`src/rtl/core/asst_pkg.sv`:
```
// Shared types, codes and the micro-program of the anchor self-survey block.
// Used by the sequencer and the square root unit; depends on nothing.
package asst_pkg;

	localparam int DIST_W = 32;
	localparam int ACC_W  = 64;

	// Anchor kinds that are computed.
	localparam logic [7:0] KIND_A1 = 8'd1;
	localparam logic [7:0] KIND_A2 = 8'd2;
	localparam logic [7:0] KIND_A3 = 8'd3;

	// Micro-operations.
	localparam logic [2:0] OP_MUL  = 3'd0;
	localparam logic [2:0] OP_DIVX = 3'd1;
	localparam logic [2:0] OP_DIVY = 3'd2;
	localparam logic [2:0] OP_ROOT = 3'd3;
	localparam logic [2:0] OP_END  = 3'd4;

	// Multiplier operand selects.
	localparam logic [2:0] SEL_R0 = 3'd0;
	localparam logic [2:0] SEL_R1 = 3'd1;
	localparam logic [2:0] SEL_R2 = 3'd2;
	localparam logic [2:0] SEL_X  = 3'd3;
	localparam logic [2:0] SEL_Y  = 3'd4;
	localparam logic [2:0] SEL_X1 = 3'd5;
	localparam logic [2:0] SEL_X2 = 3'd6;
	localparam logic [2:0] SEL_Y2 = 3'd7;

	// Accumulation weights, three bit two's complement.
	localparam logic [2:0] C_ZERO = 3'b000;
	localparam logic [2:0] C_P1   = 3'b001;
	localparam logic [2:0] C_P2   = 3'b010;
	localparam logic [2:0] C_M1   = 3'b111;
	localparam logic [2:0] C_M2   = 3'b110;
	localparam logic [2:0] C_M3   = 3'b101;

	typedef struct packed {
		logic [2:0] op;
		logic [2:0] sel_a;
		logic [2:0] sel_b;
		logic [2:0] coef_n;
		logic [2:0] coef_s;
	} uop_t;

	// Request to the square root unit.
	typedef struct packed {
		logic start;
		logic third;
	} root_req_t;

	function automatic uop_t mk(logic [2:0] op, logic [2:0] a, logic [2:0] b,
			logic [2:0] cn, logic [2:0] cs);
		uop_t u;
		u.op = op;
		u.sel_a = a;
		u.sel_b = b;
		u.coef_n = cn;
		u.coef_s = cs;
		return u;
	endfunction

	// Program for anchor 2 (k3 low) and anchor 3 (k3 high).
	function automatic uop_t prog(logic k3, logic [3:0] step);
		uop_t u;
		u = mk(OP_END, SEL_R0, SEL_R0, C_ZERO, C_ZERO);
		if (!k3) begin
			unique case (step)
				4'd0: u = mk(OP_MUL, SEL_R1, SEL_R1, C_P1, C_P1);
				4'd1: u = mk(OP_MUL, SEL_R0, SEL_R0, C_M1, C_P1);
				4'd2: u = mk(OP_DIVX, SEL_R0, SEL_R0, C_ZERO, C_ZERO);
				4'd3: u = mk(OP_MUL, SEL_X, SEL_X, C_ZERO, C_M2);
				4'd4: u = mk(OP_MUL, SEL_X, SEL_X1, C_ZERO, C_P2);
				4'd5: u = mk(OP_MUL, SEL_X1, SEL_X1, C_ZERO, C_M1);
				4'd6: u = mk(OP_ROOT, SEL_R0, SEL_R0, C_ZERO, C_ZERO);
				default: u = mk(OP_END, SEL_R0, SEL_R0, C_ZERO, C_ZERO);
			endcase
		end else begin
			unique case (step)
				4'd0: u = mk(OP_MUL, SEL_R1, SEL_R1, C_P1, C_P1);
				4'd1: u = mk(OP_MUL, SEL_R0, SEL_R0, C_M1, C_P1);
				4'd2: u = mk(OP_MUL, SEL_X1, SEL_X1, C_M1, C_M1);
				4'd3: u = mk(OP_DIVX, SEL_R0, SEL_R0, C_ZERO, C_ZERO);
				4'd4: u = mk(OP_MUL, SEL_R2, SEL_R2, C_P1, C_P1);
				4'd5: u = mk(OP_MUL, SEL_R0, SEL_R0, C_M1, C_ZERO);
				4'd6: u = mk(OP_MUL, SEL_Y2, SEL_Y2, C_M1, C_M1);
				4'd7: u = mk(OP_MUL, SEL_X2, SEL_X2, C_M1, C_M1);
				4'd8: u = mk(OP_MUL, SEL_X2, SEL_X, C_P2, C_P2);
				4'd9: u = mk(OP_DIVY, SEL_R0, SEL_R0, C_ZERO, C_ZERO);
				4'd10: u = mk(OP_MUL, SEL_X1, SEL_X, C_ZERO, C_P2);
				4'd11: u = mk(OP_MUL, SEL_Y2, SEL_Y, C_ZERO, C_P2);
				4'd12: u = mk(OP_MUL, SEL_X, SEL_X, C_ZERO, C_M3);
				4'd13: u = mk(OP_MUL, SEL_Y, SEL_Y, C_ZERO, C_M3);
				4'd14: u = mk(OP_ROOT, SEL_R0, SEL_R0, C_ZERO, C_ZERO);
				default: u = mk(OP_END, SEL_R0, SEL_R0, C_ZERO, C_ZERO);
			endcase
		end
		return u;
	endfunction

	// Weight a product by a small signed constant.
	function automatic logic signed [ACC_W-1:0] scale(logic signed [ACC_W-1:0] v,
			logic [2:0] c);
		logic signed [ACC_W-1:0] r;
		unique case (c)
			C_P1: r = v;
			C_P2: r = v <<< 1;
			C_M1: r = -v;
			C_M2: r = -(v <<< 1);
			C_M3: r = -(v + (v <<< 1));
			default: r = '0;
		endcase
		return r;
	endfunction

endpackage

```
`src/rtl/core/asst_mul.sv`:
```
// Bit-serial signed 32 x 32 multiplier with a fixed-point scale at the end.
// One multiplier bit per cycle; no package dependency.
module asst_mul #(
	parameter int FRAC_BITS = 16
) (
	input  logic               clk,
	input  logic               arst_n,
	input  logic               start,
	input  logic signed [31:0] a,
	input  logic signed [31:0] b,
	output logic               done,
	output logic signed [63:0] prod
);

	logic        busy_q, done_q;
	logic [4:0]  cnt_q;
	logic signed [63:0] mcand_q, acc_q, prod_q, addend, acc_nxt;
	logic [31:0] mplier_q;

	// The top multiplier bit carries negative weight.
	always_comb begin
		addend = '0;
		if (mplier_q[0]) begin
			addend = (cnt_q == 5'd31) ? -mcand_q : mcand_q;
		end
		acc_nxt = acc_q + addend;
	end

	// Control.
	always_ff @(posedge clk or negedge arst_n) begin
		if (!arst_n) begin
			busy_q <= 1'b0;
			done_q <= 1'b0;
			cnt_q <= '0;
		end else begin
			done_q <= 1'b0;
			if (start) begin
				busy_q <= 1'b1;
				cnt_q <= '0;
			end else if (busy_q) begin
				cnt_q <= cnt_q + 5'd1;
				if (cnt_q == 5'd31) begin
					busy_q <= 1'b0;
					done_q <= 1'b1;
				end
			end
		end
	end

	// Shift registers and accumulator.
	always_ff @(posedge clk) begin
		if (start) begin
			mcand_q <= 64'(a);
			mplier_q <= b;
			acc_q <= '0;
		end else if (busy_q) begin
			acc_q <= acc_nxt;
			mcand_q <= mcand_q <<< 1;
			mplier_q <= mplier_q >> 1;
			if (cnt_q == 5'd31) begin
				prod_q <= acc_nxt >>> FRAC_BITS;
			end
		end
	end

	assign done = done_q;
	assign prod = prod_q;

endmodule

```
`src/rtl/core/asst_div.sv`:
```
// Restoring fixed-point divider: num * 2^F / den, truncated and saturated.
// One quotient bit per cycle; no package dependency.
module asst_div #(
	parameter int FRAC_BITS = 16
) (
	input  logic               clk,
	input  logic               arst_n,
	input  logic               start,
	input  logic signed [63:0] num,
	input  logic signed [33:0] den,
	output logic               done,
	output logic signed [31:0] quo
);

	localparam int NW = 64 + FRAC_BITS;
	localparam int HW = NW - 32;

	logic        busy_q, done_q, neg_q, ovf_q;
	logic [4:0]  cnt_q;
	logic [32:0] d_q, rem_q;
	logic [31:0] lo_q, q_q;
	logic signed [31:0] quo_q;
	logic [63:0] n_abs;
	logic [32:0] d_abs;
	logic [NW-1:0] n_sh;
	logic [33:0] t, t_sub;
	logic        t_ge;
	logic [31:0] q_nxt, lim, mag;

	// Magnitudes and the high part that sets overflow.
	always_comb begin
		n_abs = num[63] ? 64'(-num) : 64'(num);
		d_abs = den[33] ? 33'(-den) : 33'(den);
		n_sh = {n_abs, {FRAC_BITS{1'b0}}};
	end

	// One restoring step.
	always_comb begin
		t = {rem_q, lo_q[31]};
		t_sub = t - {1'b0, d_q};
		t_ge = (t >= {1'b0, d_q});
		q_nxt = {q_q[30:0], t_ge};
		lim = neg_q ? 32'h8000_0000 : 32'h7FFF_FFFF;
		if (ovf_q || (q_nxt > lim)) begin
			mag = lim;
		end else begin
			mag = q_nxt;
		end
	end

	// Control.
	always_ff @(posedge clk or negedge arst_n) begin
		if (!arst_n) begin
			busy_q <= 1'b0;
			done_q <= 1'b0;
			cnt_q <= '0;
		end else begin
			done_q <= 1'b0;
			if (start) begin
				busy_q <= 1'b1;
				cnt_q <= '0;
			end else if (busy_q) begin
				cnt_q <= cnt_q + 5'd1;
				if (cnt_q == 5'd31) begin
					busy_q <= 1'b0;
					done_q <= 1'b1;
				end
			end
		end
	end

	// Datapath.
	always_ff @(posedge clk) begin
		if (start) begin
			d_q <= d_abs;
			neg_q <= num[63] ^ den[33];
			ovf_q <= (n_sh[NW-1:32] >= HW'(d_abs));
			rem_q <= n_sh[32 +: 33];
			lo_q <= n_sh[31:0];
			q_q <= '0;
		end else if (busy_q) begin
			rem_q <= t_ge ? t_sub[32:0] : t[32:0];
			lo_q <= lo_q << 1;
			q_q <= q_nxt;
			if (cnt_q == 5'd31) begin
				quo_q <= neg_q ? -$signed(mag) : $signed(mag);
			end
		end
	end

	assign done = done_q;
	assign quo = quo_q;

endmodule

```
`src/rtl/core/asst_sqrt.sv`:
```
// Square root unit: halves s or divides it by three (truncated), then a
// digit-by-digit root of m * 2^F. Uses root_req_t from asst_pkg.
module asst_sqrt
	import asst_pkg::*;
#(
	parameter int FRAC_BITS = 16
) (
	input  logic               clk,
	input  logic               arst_n,
	input  root_req_t          req,
	input  logic signed [63:0] s,
	output logic               done,
	output logic signed [31:0] root
);

	localparam logic [1:0] ST_IDLE  = 2'd0;
	localparam logic [1:0] ST_DIV3  = 2'd1;
	localparam logic [1:0] ST_CHECK = 2'd2;
	localparam logic [1:0] ST_ROOT  = 2'd3;
	localparam logic [63:0] M_LIM = 64'd1 << (62 - FRAC_BITS);

	logic [1:0]  state_q;
	logic [5:0]  cnt_q;
	logic        done_q;
	logic [63:0] sh_q, m_q, m_sh;
	logic [1:0]  r3_q;
	logic [2:0]  t3;
	logic        q3;
	logic [61:0] v_q;
	logic [32:0] rem_q;
	logic [30:0] root_q;
	logic [34:0] t, trial;
	logic        t_ge;
	logic signed [31:0] res_q;

	// Divide-by-three step and root step.
	always_comb begin
		t3 = {r3_q, sh_q[63]};
		q3 = (t3 >= 3'd3);
		t = {rem_q, v_q[61:60]};
		trial = {2'b00, root_q, 2'b01};
		t_ge = (t >= trial);
		m_sh = m_q << FRAC_BITS;
	end

	// Control.
	always_ff @(posedge clk or negedge arst_n) begin
		if (!arst_n) begin
			state_q <= ST_IDLE;
			cnt_q <= '0;
			done_q <= 1'b0;
		end else begin
			done_q <= 1'b0;
			unique case (state_q)
				ST_IDLE: begin
					if (req.start) begin
						state_q <= req.third ? ST_DIV3 : ST_CHECK;
						cnt_q <= '0;
					end
				end
				ST_DIV3: begin
					cnt_q <= cnt_q + 6'd1;
					if (cnt_q == 6'd63) begin
						state_q <= ST_CHECK;
					end
				end
				ST_CHECK: begin
					cnt_q <= '0;
					if (m_q >= M_LIM) begin
						state_q <= ST_IDLE;
						done_q <= 1'b1;
					end else begin
						state_q <= ST_ROOT;
					end
				end
				ST_ROOT: begin
					cnt_q <= cnt_q + 6'd1;
					if (cnt_q == 6'd30) begin
						state_q <= ST_IDLE;
						done_q <= 1'b1;
					end
				end
				default: state_q <= ST_IDLE;
			endcase
		end
	end

	// Datapath.
	always_ff @(posedge clk) begin
		unique case (state_q)
			ST_IDLE: begin
				sh_q <= s;
				r3_q <= '0;
				m_q <= {1'b0, s[63:1]};
			end
			ST_DIV3: begin
				r3_q <= q3 ? 2'(t3 - 3'd3) : t3[1:0];
				m_q <= {m_q[62:0], q3};
				sh_q <= sh_q << 1;
			end
			ST_CHECK: begin
				v_q <= m_sh[61:0];
				rem_q <= '0;
				root_q <= '0;
				res_q <= 32'sh7FFF_FFFF;
			end
			ST_ROOT: begin
				v_q <= v_q << 2;
				if (t_ge) begin
					rem_q <= 33'(t - trial);
					root_q <= {root_q[29:0], 1'b1};
				end else begin
					rem_q <= t[32:0];
					root_q <= {root_q[29:0], 1'b0};
				end
				if (cnt_q == 6'd30) begin
					res_q <= {1'b0, root_q[29:0], t_ge};
				end
			end
			default: ;
		endcase
	end

	assign done = done_q;
	assign root = res_q;

endmodule

```
`src/rtl/core/anchor_self_trilateration.sv`:
```
// Top level of the anchor self-survey block: sequencer, stored anchor coordinates
// and output register. Depends on asst_pkg, asst_mul, asst_div and asst_sqrt.
//
//  channel | handshake         | payload
//  --------+-------------------+------------------------------------------------
//  in      | s_tvalid/s_tready | s_tuser kind, s_tdata six distances
//  out     | m_tvalid/m_tready | m_tdata pos_x,pos_y,pos_z, m_tuser flags
//  config  | cfg_we            | cfg_wdata floor value
//
// Anchor 1, errors and ignored kinds go from the accept straight to ST_OUT.
// Anchor 2 and anchor 3 run their micro-program on the bit-serial multiplier,
// divider and root units, used one after another. One item is worked on at a
// time; a new word is taken once the result has moved to the output register.
// Reset clears stored coordinates and the floor value goes to 6554.
module anchor_self_trilateration
	import asst_pkg::*;
#(
	parameter int FRAC_BITS = 16
) (
	input  logic         clk,
	input  logic         arst_n,
	input  logic         s_tvalid,
	output logic         s_tready,
	input  logic [191:0] s_tdata,  // dist_ref0_to_target, dist_target_to_ref0,
	                               // dist_ref1_to_target, dist_target_to_ref1,
	                               // dist_ref2_to_target, dist_target_to_ref2
	input  logic [7:0]   s_tuser,  // kind
	output logic         m_tvalid,
	input  logic         m_tready,
	output logic [95:0]  m_tdata,  // pos_x, pos_y, pos_z
	output logic [1:0]   m_tuser,  // computed, div_error
	input  logic         cfg_we,
	input  logic [16:0]  cfg_wdata
);

	localparam logic [1:0] ST_IDLE  = 2'd0;
	localparam logic [1:0] ST_ISSUE = 2'd1;
	localparam logic [1:0] ST_WAIT  = 2'd2;
	localparam logic [1:0] ST_OUT   = 2'd3;

	logic [1:0]  state_q;
	logic [3:0]  step_q;
	logic        k3_q, done_q, err_q, m_tvalid_q;
	logic [16:0] floor_q;
	logic signed [31:0] x1_q, x2_q, y2_q;
	logic signed [31:0] r0_q, r1_q, r2_q, x_q, y_q, z_q;
	logic signed [ACC_W-1:0] accn_q, accs_q;
	logic [95:0] m_tdata_q;
	logic [1:0]  m_tuser_q;

	logic signed [31:0] avg0, avg1, avg2, op_a, op_b, quo, root_res;
	logic signed [32:0] x2_sum;
	logic signed [31:0] x2_sat;
	logic signed [ACC_W-1:0] prod;
	logic signed [33:0] den;
	logic        mul_start, div_start, mul_done, div_done, root_done, unit_done;
	logic        accept, s_pos;
	root_req_t   root_req;
	uop_t        uop;

	// Averages of each distance pair.
	function automatic logic signed [31:0] avg(logic [31:0] a, logic [31:0] b);
		logic signed [32:0] sum;
		sum = $signed({a[31], a}) + $signed({b[31], b});
		return sum[32:1];
	endfunction

	function automatic logic signed [31:0] pick(logic [2:0] sel,
			logic signed [31:0] r0, logic signed [31:0] r1, logic signed [31:0] r2,
			logic signed [31:0] x, logic signed [31:0] y, logic signed [31:0] x1,
			logic signed [31:0] x2, logic signed [31:0] y2);
		logic signed [31:0] v;
		unique case (sel)
			SEL_R0: v = r0;
			SEL_R1: v = r1;
			SEL_R2: v = r2;
			SEL_X:  v = x;
			SEL_Y:  v = y;
			SEL_X1: v = x1;
			SEL_X2: v = x2;
			default: v = y2;
		endcase
		return v;
	endfunction

	assign avg0 = avg(s_tdata[31:0], s_tdata[63:32]);
	assign avg1 = avg(s_tdata[95:64], s_tdata[127:96]);
	assign avg2 = avg(s_tdata[159:128], s_tdata[191:160]);

	assign s_tready = (state_q == ST_IDLE);
	assign accept = s_tvalid && s_tready;

	// Current micro-operation and unit requests.
	always_comb begin
		uop = prog(k3_q, step_q);
		op_a = pick(uop.sel_a, r0_q, r1_q, r2_q, x_q, y_q, x1_q, x2_q, y2_q);
		op_b = pick(uop.sel_b, r0_q, r1_q, r2_q, x_q, y_q, x1_q, x2_q, y2_q);
		if (uop.op == OP_DIVY) begin
			den = -$signed({y2_q[31], y2_q, 1'b0});
		end else begin
			den = -$signed({x1_q[31], x1_q, 1'b0});
		end
		s_pos = (accs_q > 0);
		mul_start = (state_q == ST_ISSUE) && (uop.op == OP_MUL);
		div_start = (state_q == ST_ISSUE) && ((uop.op == OP_DIVX) || (uop.op == OP_DIVY));
		root_req.start = (state_q == ST_ISSUE) && (uop.op == OP_ROOT) && s_pos;
		root_req.third = k3_q;
		unique case (uop.op)
			OP_MUL: unit_done = mul_done;
			OP_DIVX, OP_DIVY: unit_done = div_done;
			OP_ROOT: unit_done = root_done;
			default: unit_done = 1'b0;
		endcase
		// Anchor 2 x adds half of anchor 1 x and saturates.
		x2_sum = $signed({quo[31], quo}) + $signed({x1_q[31], x1_q[31], x1_q[31:1]});
		if (x2_sum > 33'sd2147483647) begin
			x2_sat = 32'sh7FFF_FFFF;
		end else if (x2_sum < -33'sd2147483648) begin
			x2_sat = 32'sh8000_0000;
		end else begin
			x2_sat = x2_sum[31:0];
		end
	end

	asst_mul #(.FRAC_BITS(FRAC_BITS)) u_mul (
		.clk(clk), .arst_n(arst_n), .start(mul_start), .a(op_a), .b(op_b),
		.done(mul_done), .prod(prod)
	);

	asst_div #(.FRAC_BITS(FRAC_BITS)) u_div (
		.clk(clk), .arst_n(arst_n), .start(div_start), .num(accn_q), .den(den),
		.done(div_done), .quo(quo)
	);

	asst_sqrt #(.FRAC_BITS(FRAC_BITS)) u_sqrt (
		.clk(clk), .arst_n(arst_n), .req(root_req), .s(accs_q),
		.done(root_done), .root(root_res)
	);

	// Sequencer, stored coordinates and configuration.
	always_ff @(posedge clk or negedge arst_n) begin
		if (!arst_n) begin
			state_q <= ST_IDLE;
			step_q <= '0;
			m_tvalid_q <= 1'b0;
			floor_q <= 17'd6554;
			x1_q <= '0;
			x2_q <= '0;
			y2_q <= '0;
		end else begin
			if (cfg_we) begin
				floor_q <= cfg_wdata;
			end
			// The output word is loaded from ST_OUT and cleared once taken.
			if (state_q == ST_OUT && (!m_tvalid_q || m_tready)) begin
				m_tvalid_q <= 1'b1;
			end else if (m_tvalid_q && m_tready) begin
				m_tvalid_q <= 1'b0;
			end
			unique case (state_q)
				ST_IDLE: begin
					if (accept) begin
						step_q <= '0;
						if ((s_tuser == KIND_A2 && x1_q != 0)
								|| (s_tuser == KIND_A3 && x1_q != 0 && y2_q != 0)) begin
							state_q <= ST_ISSUE;
						end else begin
							state_q <= ST_OUT;
						end
						if (s_tuser == KIND_A1) begin
							x1_q <= avg0;
						end
					end
				end
				ST_ISSUE: begin
					if (uop.op == OP_END) begin
						state_q <= ST_OUT;
						if (!k3_q) begin
							x2_q <= x_q;
							y2_q <= y_q;
						end
					end else if (uop.op == OP_ROOT && !s_pos) begin
						step_q <= step_q + 4'd1;
					end else begin
						state_q <= ST_WAIT;
					end
				end
				ST_WAIT: begin
					if (unit_done) begin
						state_q <= ST_ISSUE;
						step_q <= step_q + 4'd1;
					end
				end
				ST_OUT: begin
					if (!m_tvalid_q || m_tready) begin
						state_q <= ST_IDLE;
					end
				end
				default: state_q <= ST_IDLE;
			endcase
		end
	end

	// Working registers and output word.
	always_ff @(posedge clk) begin
		unique case (state_q)
			ST_IDLE: begin
				r0_q <= avg0;
				r1_q <= avg1;
				r2_q <= avg2;
				k3_q <= (s_tuser == KIND_A3);
				accn_q <= '0;
				accs_q <= '0;
				x_q <= (s_tuser == KIND_A1) ? avg0 : '0;
				y_q <= '0;
				z_q <= '0;
				done_q <= (s_tuser == KIND_A1);
				err_q <= (s_tuser == KIND_A2 && x1_q == 0)
					|| (s_tuser == KIND_A3 && (x1_q == 0 || y2_q == 0));
			end
			ST_ISSUE: begin
				if (uop.op == OP_END) begin
					done_q <= 1'b1;
				end else if (uop.op == OP_ROOT && !s_pos) begin
					if (k3_q) begin
						z_q <= 32'(floor_q);
					end else begin
						y_q <= 32'(floor_q);
					end
				end
			end
			ST_WAIT: begin
				if (unit_done) begin
					unique case (uop.op)
						OP_MUL: begin
							accn_q <= accn_q + scale(prod, uop.coef_n);
							accs_q <= accs_q + scale(prod, uop.coef_s);
						end
						OP_DIVX: begin
							x_q <= k3_q ? quo : x2_sat;
							accn_q <= '0;
						end
						OP_DIVY: begin
							y_q <= quo;
							accn_q <= '0;
						end
						default: begin
							if (k3_q) begin
								z_q <= root_res;
							end else begin
								y_q <= root_res;
							end
						end
					endcase
				end
			end
			default: begin
				if (!m_tvalid_q || m_tready) begin
					m_tdata_q <= {z_q, y_q, x_q};
					m_tuser_q <= {err_q, done_q};
				end
			end
		endcase
	end

	assign m_tvalid = m_tvalid_q;
	assign m_tdata = m_tdata_q;
	assign m_tuser = m_tuser_q;

endmodule

```
`config.mk`:
```
export PLATFORM = sky130hd
export DESIGN_NAME = anchor_self_trilateration
export DESIGN_NICKNAME = d
export VERILOG_FILES = /design/src/rtl/core/asst_pkg.sv /design/src/rtl/core/asst_mul.sv /design/src/rtl/core/asst_div.sv /design/src/rtl/core/asst_sqrt.sv /design/src/rtl/core/anchor_self_trilateration.sv
export SDC_FILE = /design/constraint.sdc
export NUM_CORES = 2
export LEC_CHECK = 0
export BUFFER_PORTS_ARGS = -buffer_cell sky130_fd_sc_hd__buf_2
export CAP_MARGIN = 20
export CORE_ASPECT_RATIO = 0.7
export CORE_UTILIZATION = 45
export CTS_CLUSTER_SIZE = 24
export DETAILED_ROUTE_END_ITERATION = 8
export PLACE_DENSITY = 0.6
export SLEW_MARGIN = 0
export SYNTH_ARGS = -nofsm -noshare
export SYNTH_HDL_FRONTEND = slang
export SYNTH_HIERARCHICAL = 1
export SYNTH_SLANG_ARGS = --single-unit
```
`constraint.sdc`:
```
create_clock -name clk -period 20.8 [get_ports clk]
set_clock_uncertainty 0.15 [all_clocks]
set_input_delay 1.04 -clock clk [delete_from_list [all_inputs] [get_ports clk]]
set_output_delay 1.04 -clock clk [all_outputs]
set_load 0.03 [all_outputs]
```
[Yosys cells after proc, flatten, opt, wreduce, memory -nomap -nowiden]
Memories as Yosys holds them, arrays and structs flattened.
Cells that the tools add are included.
Cells by class
  add/sub/neg operators: 24
  magnitude comparators: 9
  eq/ne operators: 64
  muxes and demuxes: 111
  bitwise logic cells: 5
  reduce and logical (&&, ||, !) cells: 59
Operators with widths (number)
  $mux W64: 14
  $mux W32: 25
  $pmux W64 S2: 5
  $pmux W64 S5: 2
  $pmux W32 S7: 2
  $add A64 B64 Y64: 3
  $pmux W32 S2: 3
  $pmux W32 S3: 2
  $mux W33: 5
  $neg A64 Y64: 2
  $pmux W62 S2: 1
  $pmux W15 S7: 1
  $add A32 B32 Y33: 3
  $neg A33 Y34: 2
  $pmux W33 S2: 1
  $sub A33 B33 Y33: 2
  $ge A64 B47 Y1 const B: 1
  $gt A64 B1 Y1 const B: 1
  $logic_not A32 Y1: 2
  $neg A48 Y64: 1
  $neg A49 Y64: 1
  $neg A50 Y64: 1
  $reduce_bool A32 Y1: 2
  $pmux W31 S2: 1
  other kinds (61): 189
Word-level totals
  register bits: 1207
  bits in read-only memories: 240
  input bits: 222
  memories: 1
Memory list
  (no name shown): words 16, bits a word 15, rd ports 1, clocked after memory_dff 0, write ports 0, RTL line asst_pkg.sv:79  | unique case (step)

[Depth between registers and ports, before layout]
  word-level depth: 12
  mapped depth: 31

[Modules after synthesis]
Netlist, hierarchy kept.
Modules (own cells, without submodules)
  anchor_self_trilateration: instances 1, cells each 5806, area an instance 48213.7 um^2, seq. area each 15653.8 um^2
  asst_mul: instances 1, cells each 1383, area an instance 13521.7 um^2, seq. area each 5780.5 um^2
  asst_sqrt: instances 1, cells each 1283, area an instance 13244.0 um^2, seq. area each 8363.0 um^2
  asst_div: instances 1, cells each 1404, area an instance 12485.7 um^2, seq. area each 4279.1 um^2

[Worst setup path after synthesis]
Ideal clock, no wire load.
  kind: reg-to-reg
  start point: register, netlist name state_q[0]
  end point: register accs_q[0] (enable)
  setup time: 0.507 ns
  arrival: 6.862 ns
  required time: 20.143 ns
  slack: 13.281 ns
  stages on the path, launching flop included: 5
  path buffers: 0
  period minus slack after synthesis: 7.519 ns
  path through: dfrtp_1 > inv_1 > ha_1 > o21ai_0 > a21oi_1
RTL lines
  end signal, assigned: RTL line anchor_self_trilateration.sv:237  | accs_q <= accs_q + scale(prod, uop.coef_s);
  end, declared: RTL line anchor_self_trilateration.sv:47  | logic signed [ACC_W-1:0] accn_q, accs_q;

[Worst setup path after layout]
  start point: register step_q[3]
  end point: register accn_q[50] (data pin)
On the way
  cells in the longest elaborated chain, start to end: 12
Ends and longest elaborated chain
  start, declared: RTL line anchor_self_trilateration.sv:42  | logic [3:0] step_q;
  start signal, assigned: RTL line anchor_self_trilateration.sv:183  | step_q <= step_q + 4'd1;
  start signal, assigned: RTL line anchor_self_trilateration.sv:191  | step_q <= step_q + 4'd1;
  $eq A4 B3 Y1 (tied with other cells): RTL line asst_pkg.sv:68  | unique case (step)
  $pmux W15 S7: RTL line asst_pkg.sv:68
  $mux W15 *: RTL line asst_pkg.sv:67  | if (!k3) begin
  $eq A3 B3 Y1 (tied with other cells): RTL line asst_pkg.sv:105  | unique case (c)
  $pmux W64 S5: RTL line asst_pkg.sv:105
  $mux W64: RTL line anchor_self_trilateration.sv:234  | unique case (uop.op)
  $mux W64: RTL line anchor_self_trilateration.sv:233  | if (unit_done) begin
  $mux W64: RTL line anchor_self_trilateration.sv:206  | unique case (state_q)
  $add A64 B64 Y64: RTL line anchor_self_trilateration.sv:236  | accn_q <= accn_q + scale(prod, uop.coef_n);
  $pmux W64 S2 *: RTL line anchor_self_trilateration.sv:234
  $mux W64 *: RTL line anchor_self_trilateration.sv:233
  $pmux W64 S2 *: RTL line anchor_self_trilateration.sv:206
  end signal, assigned: RTL line anchor_self_trilateration.sv:236
  end, declared: RTL line anchor_self_trilateration.sv:47
Mark *: on every way between the ends. The rest lies on a longest branch, timed or not. The select of a mux whose other input is x is not followed.
A chain may end at the register's enable or synchronous reset.

==> metrics <==
number of max-slew violations in the final report 2; RSZ-0062 raised after global routing false; sequential element share of the synthesized area 0.390; Synth Register Bits 1190; met3 usage 0.118; post-synthesis compound-gate area fraction 0.198; CTS tree yes; Core Area 0.192 mm2; Hold Violations, Final 0; clock root cell clkbuf_16; Synth Cell Area about 0.09 mm2; Synth Area in XOR/XNOR 0.0663; Rows 134; asr flop ratio synth 0.120; mux cell area share after synthesis 0.0345; Total GRT Usage 0.337; number of global-route vias before repair just over 70000; DR WL/cell 27.1 um; Final ANT Viol Nets 0; ys flop type edfxtp_1; # H-tree levels 4; number of fill cells ~18000; Final Cycle Share 0.394; Place WS approximately 13000 ps; wirelength, routed ~340000 um; initial DRC count 11849; Starting Density 0.456; post-route minimum period 8200 ps; post-synthesis adder-cell area fraction 0.0868; Crit. End Element flop; GRT met2 Usage 0.421; total power ~0.017 W; CTS clk-pin slew, worst paths 60 ps; gr ovfl total 0; VDD IR max 0.000133 V; Synth Area in Simple Gates 0.185; Relative slew margins -0.00105; GPL Wtd Cong ~1.0; Post-CTS Setup Inserts 0; largest net degree at the start of global routing 88; synthesized netlist cell count 9876; worst setup margin 12600 ps; first-pass GRT wire length 493000 um; Leak 39.9 nW; failing checks design-rule violations, max-slew violations; post-cts resize count 0; input/output buffers 321; Hold-fix buffers, CTS 0; Tightest Pin Transition 1500 ps; Residual DRC 6; nets@finish ~11000; worst min path class input pin to asynchronous set/reset pin; TNS Setup 0 ps; top-level I/O count ~320; Distinct cells, synth around 120; Max FO, Critical Path 57; f_max 122 MHz; Die H 371 um; area growth from synthesis to layout 9.89%; cts bufs inserted 139; FF-to-FF Start step_q[3]; vias per cell roughly 6.4; WP data required 21170 ps; die width 529 um; clk buf depth 4; PwrDens 181 mW/mm2; largest family of logic cells by synthesized area compound AO/OA/AOI/OAI gates; Clock Latency Late Sink between 800 and 900 ps; layout cells sized above 1 0.100; worst path arrival time between 8000 and 9000 ps; Sink Count 1190; Post-synth EDFFs 952; DP HPWL around 260000 um; Final Core Density 0.501; DIE AREA 0.196 mm2; Yosys warnings 6; Most Used Layer, Global Route met1; DR pass1 iterations 9; final setup violation count 0; start point of the critical path step_q[3]; CP Class flop to flop; MaxCap Viol Count 0; Avg Cell Area, Syn between 8 and 9 um2; antenna violations before repair 25; Hold WS 106 ps; met1 track demand over resource 0.535; Critical Path Start Type flop; outcome finished, violations left; Vias slightly above 80000
==> cells in the final DEF, fill, tap and decap left out, types with 142 or more instances in the layout <==
cell type  Yosys  final
nor3_1       184    181
nand2_1     1533   1526
nand4_1      142    142
nand3_1      299    299
nor2_1       751    736
xor2_1       221    221
ha_1         594    591
mux2_2       157    157
a21o_1       266    266
clkbuf_16      0    142
inv_1        362    361
o21ai_0      614    614
a21oi_1      780    776
edfxtp_1     952    952
xnor2_1      438    438
buf_2         16    323
==> kinds of logic (layout without fill, tap and decap cells) <==
logic type / Yosys count / after routing
AND/OR/NAND/NOR: 3546 / 3546
AO/OA/AOI/OAI: 2690 / 2690
flip-flops: 1190 / 1190
buffers and inverters: 905 / 1068
XOR/XNOR: 660 / 660
adder cells (fa/ha/maj): 602 / 602
multiplexers: 281 / 281
other: 2 / 12
==> registers in the layout, summed over array words and instances (netlist names), 33 cells and up <==
name	flops
m_tdata	96
accn_q	64
accs_q	64
u_mul/acc_q	64
u_mul/mcand_q	64
u_sqrt/m_q	64
u_sqrt/sh_q	64
u_mul/prod	48
u_sqrt/v_q	46
u_div/d_q	33
u_div/rem_q	33
u_sqrt/rem_q	33
==> worst max-delay path: stages, from the launching register on <==
cell,delay (ps)
dfrtp_1,1040
inv_1,380
nand2_1,140
buf_4,540
nand2_1,890
nor2_2,700
buf_4,430
nand2_1,100
o211ai_1,100
ha_1,190
nor2b_1,180
o21ai_1,90
a21oi_1,190
o21ai_0,140
a2111o_1,490
a2111oi_0,870
nor2_1,150
o21ai_0,500
a31o_2,310
a31oi_1,130
xor2_1,140
nor2_1,50
==> stage by stage <==
stage | std cells | cell area, um2
3_3_place_gp | 12376 | 91500
4_1_cts | 12617 | 96000
6_report | 12633 | 96100
2_1_floorplan | 9879 | 87500
5_1_grt | 12626 | 96100
3_5_place_dp | 12378 | 91500
==> power by group <==
part | total, W | internal (W) | switching (W)
registers | 0.00507 | 0.00408 | 0.000984
clock network | 0.00253 | 0.00147 | 0.00106
logic | 0.00981 | 0.00329 | 0.00653
==> synthesized netlist by cell type (23+ instances only) <==
cell	n	area, um2
nand2_1	1533	5750
edfxtp_1	952	28600
a21oi_1	780	3900
nor2_1	751	2820
o21ai_0	614	3070
ha_1	594	7430
xnor2_1	438	3840
clkbuf_1	435	1630
inv_1	362	1360
nand3_1	299	1500
a21o_1	266	2000
xor2_1	221	1940
nor3_1	184	921
mux2_2	157	1770
nand4_1	142	888
dfrtp_1	136	3400
mux2i_1	122	1220
and2_1	118	738
dfxtp_1	95	1900
a31oi_1	92	576
and3_1	92	576
a22oi_1	88	661
o211ai_1	76	571
o31ai_1	71	533
a211oi_1	70	526
nor2b_1	69	432
nor4_1	65	407
o21a_1	65	488
o21bai_1	65	488
or3_1	65	407
buf_1	63	236
nand2b_1	59	369
or2_2	50	313
a222oi_1	48	480
o22ai_1	48	300
a221o_1	41	410
or4_1	41	308
o221ai_1	30	263
o41ai_1	30	263
a22o_1	29	254
a221oi_1	26	228
o21ai_1	23	115
==> area by class of cell <==
cell class,instances,area (um2),area share
Antenna cell,7,17.5,0.000182
Sequential cell,1190,34100,0.355
Clock buffer,185,3830,0.0399
Inverter,367,1380,0.0144
Clock inverter,54,666,0.00693
Timing Repair Buffer,462,2690,0.0280
Multi-Input combinational cell,7784,50200,0.522
Tap cell,2584,3230,0.0336
==> path summary, 6_finish.rpt <==
kind | end | slack [ps] | cells past startpoint
worst max register to register | accn_q[50] | 12600 | 21
worst min register to register | m_tdata[84] | 250 | 0
max in group asynchronous | u_sqrt/state_q[1] | 18320 | 3
worst min-delay path | x2_q[22] | 110 | 1
min in group clk | m_tdata[84] | 250 | 0
worst max-delay path | accn_q[50] | 12600 | 21
==> routing by layer <==
layer | wire length [um] | part of all wire | vias up
met5 | 336 | 0.00098 | -
met4 | 6670 | 0.020 | 12
met3 | 47600 | 0.14 | 434
met2 | 125000 | 0.37 | 4566
met1 | 162000 | 0.48 | 39188
li1 | - | - | 36301
No activity file was read; power rests on OpenSTA's default activity.
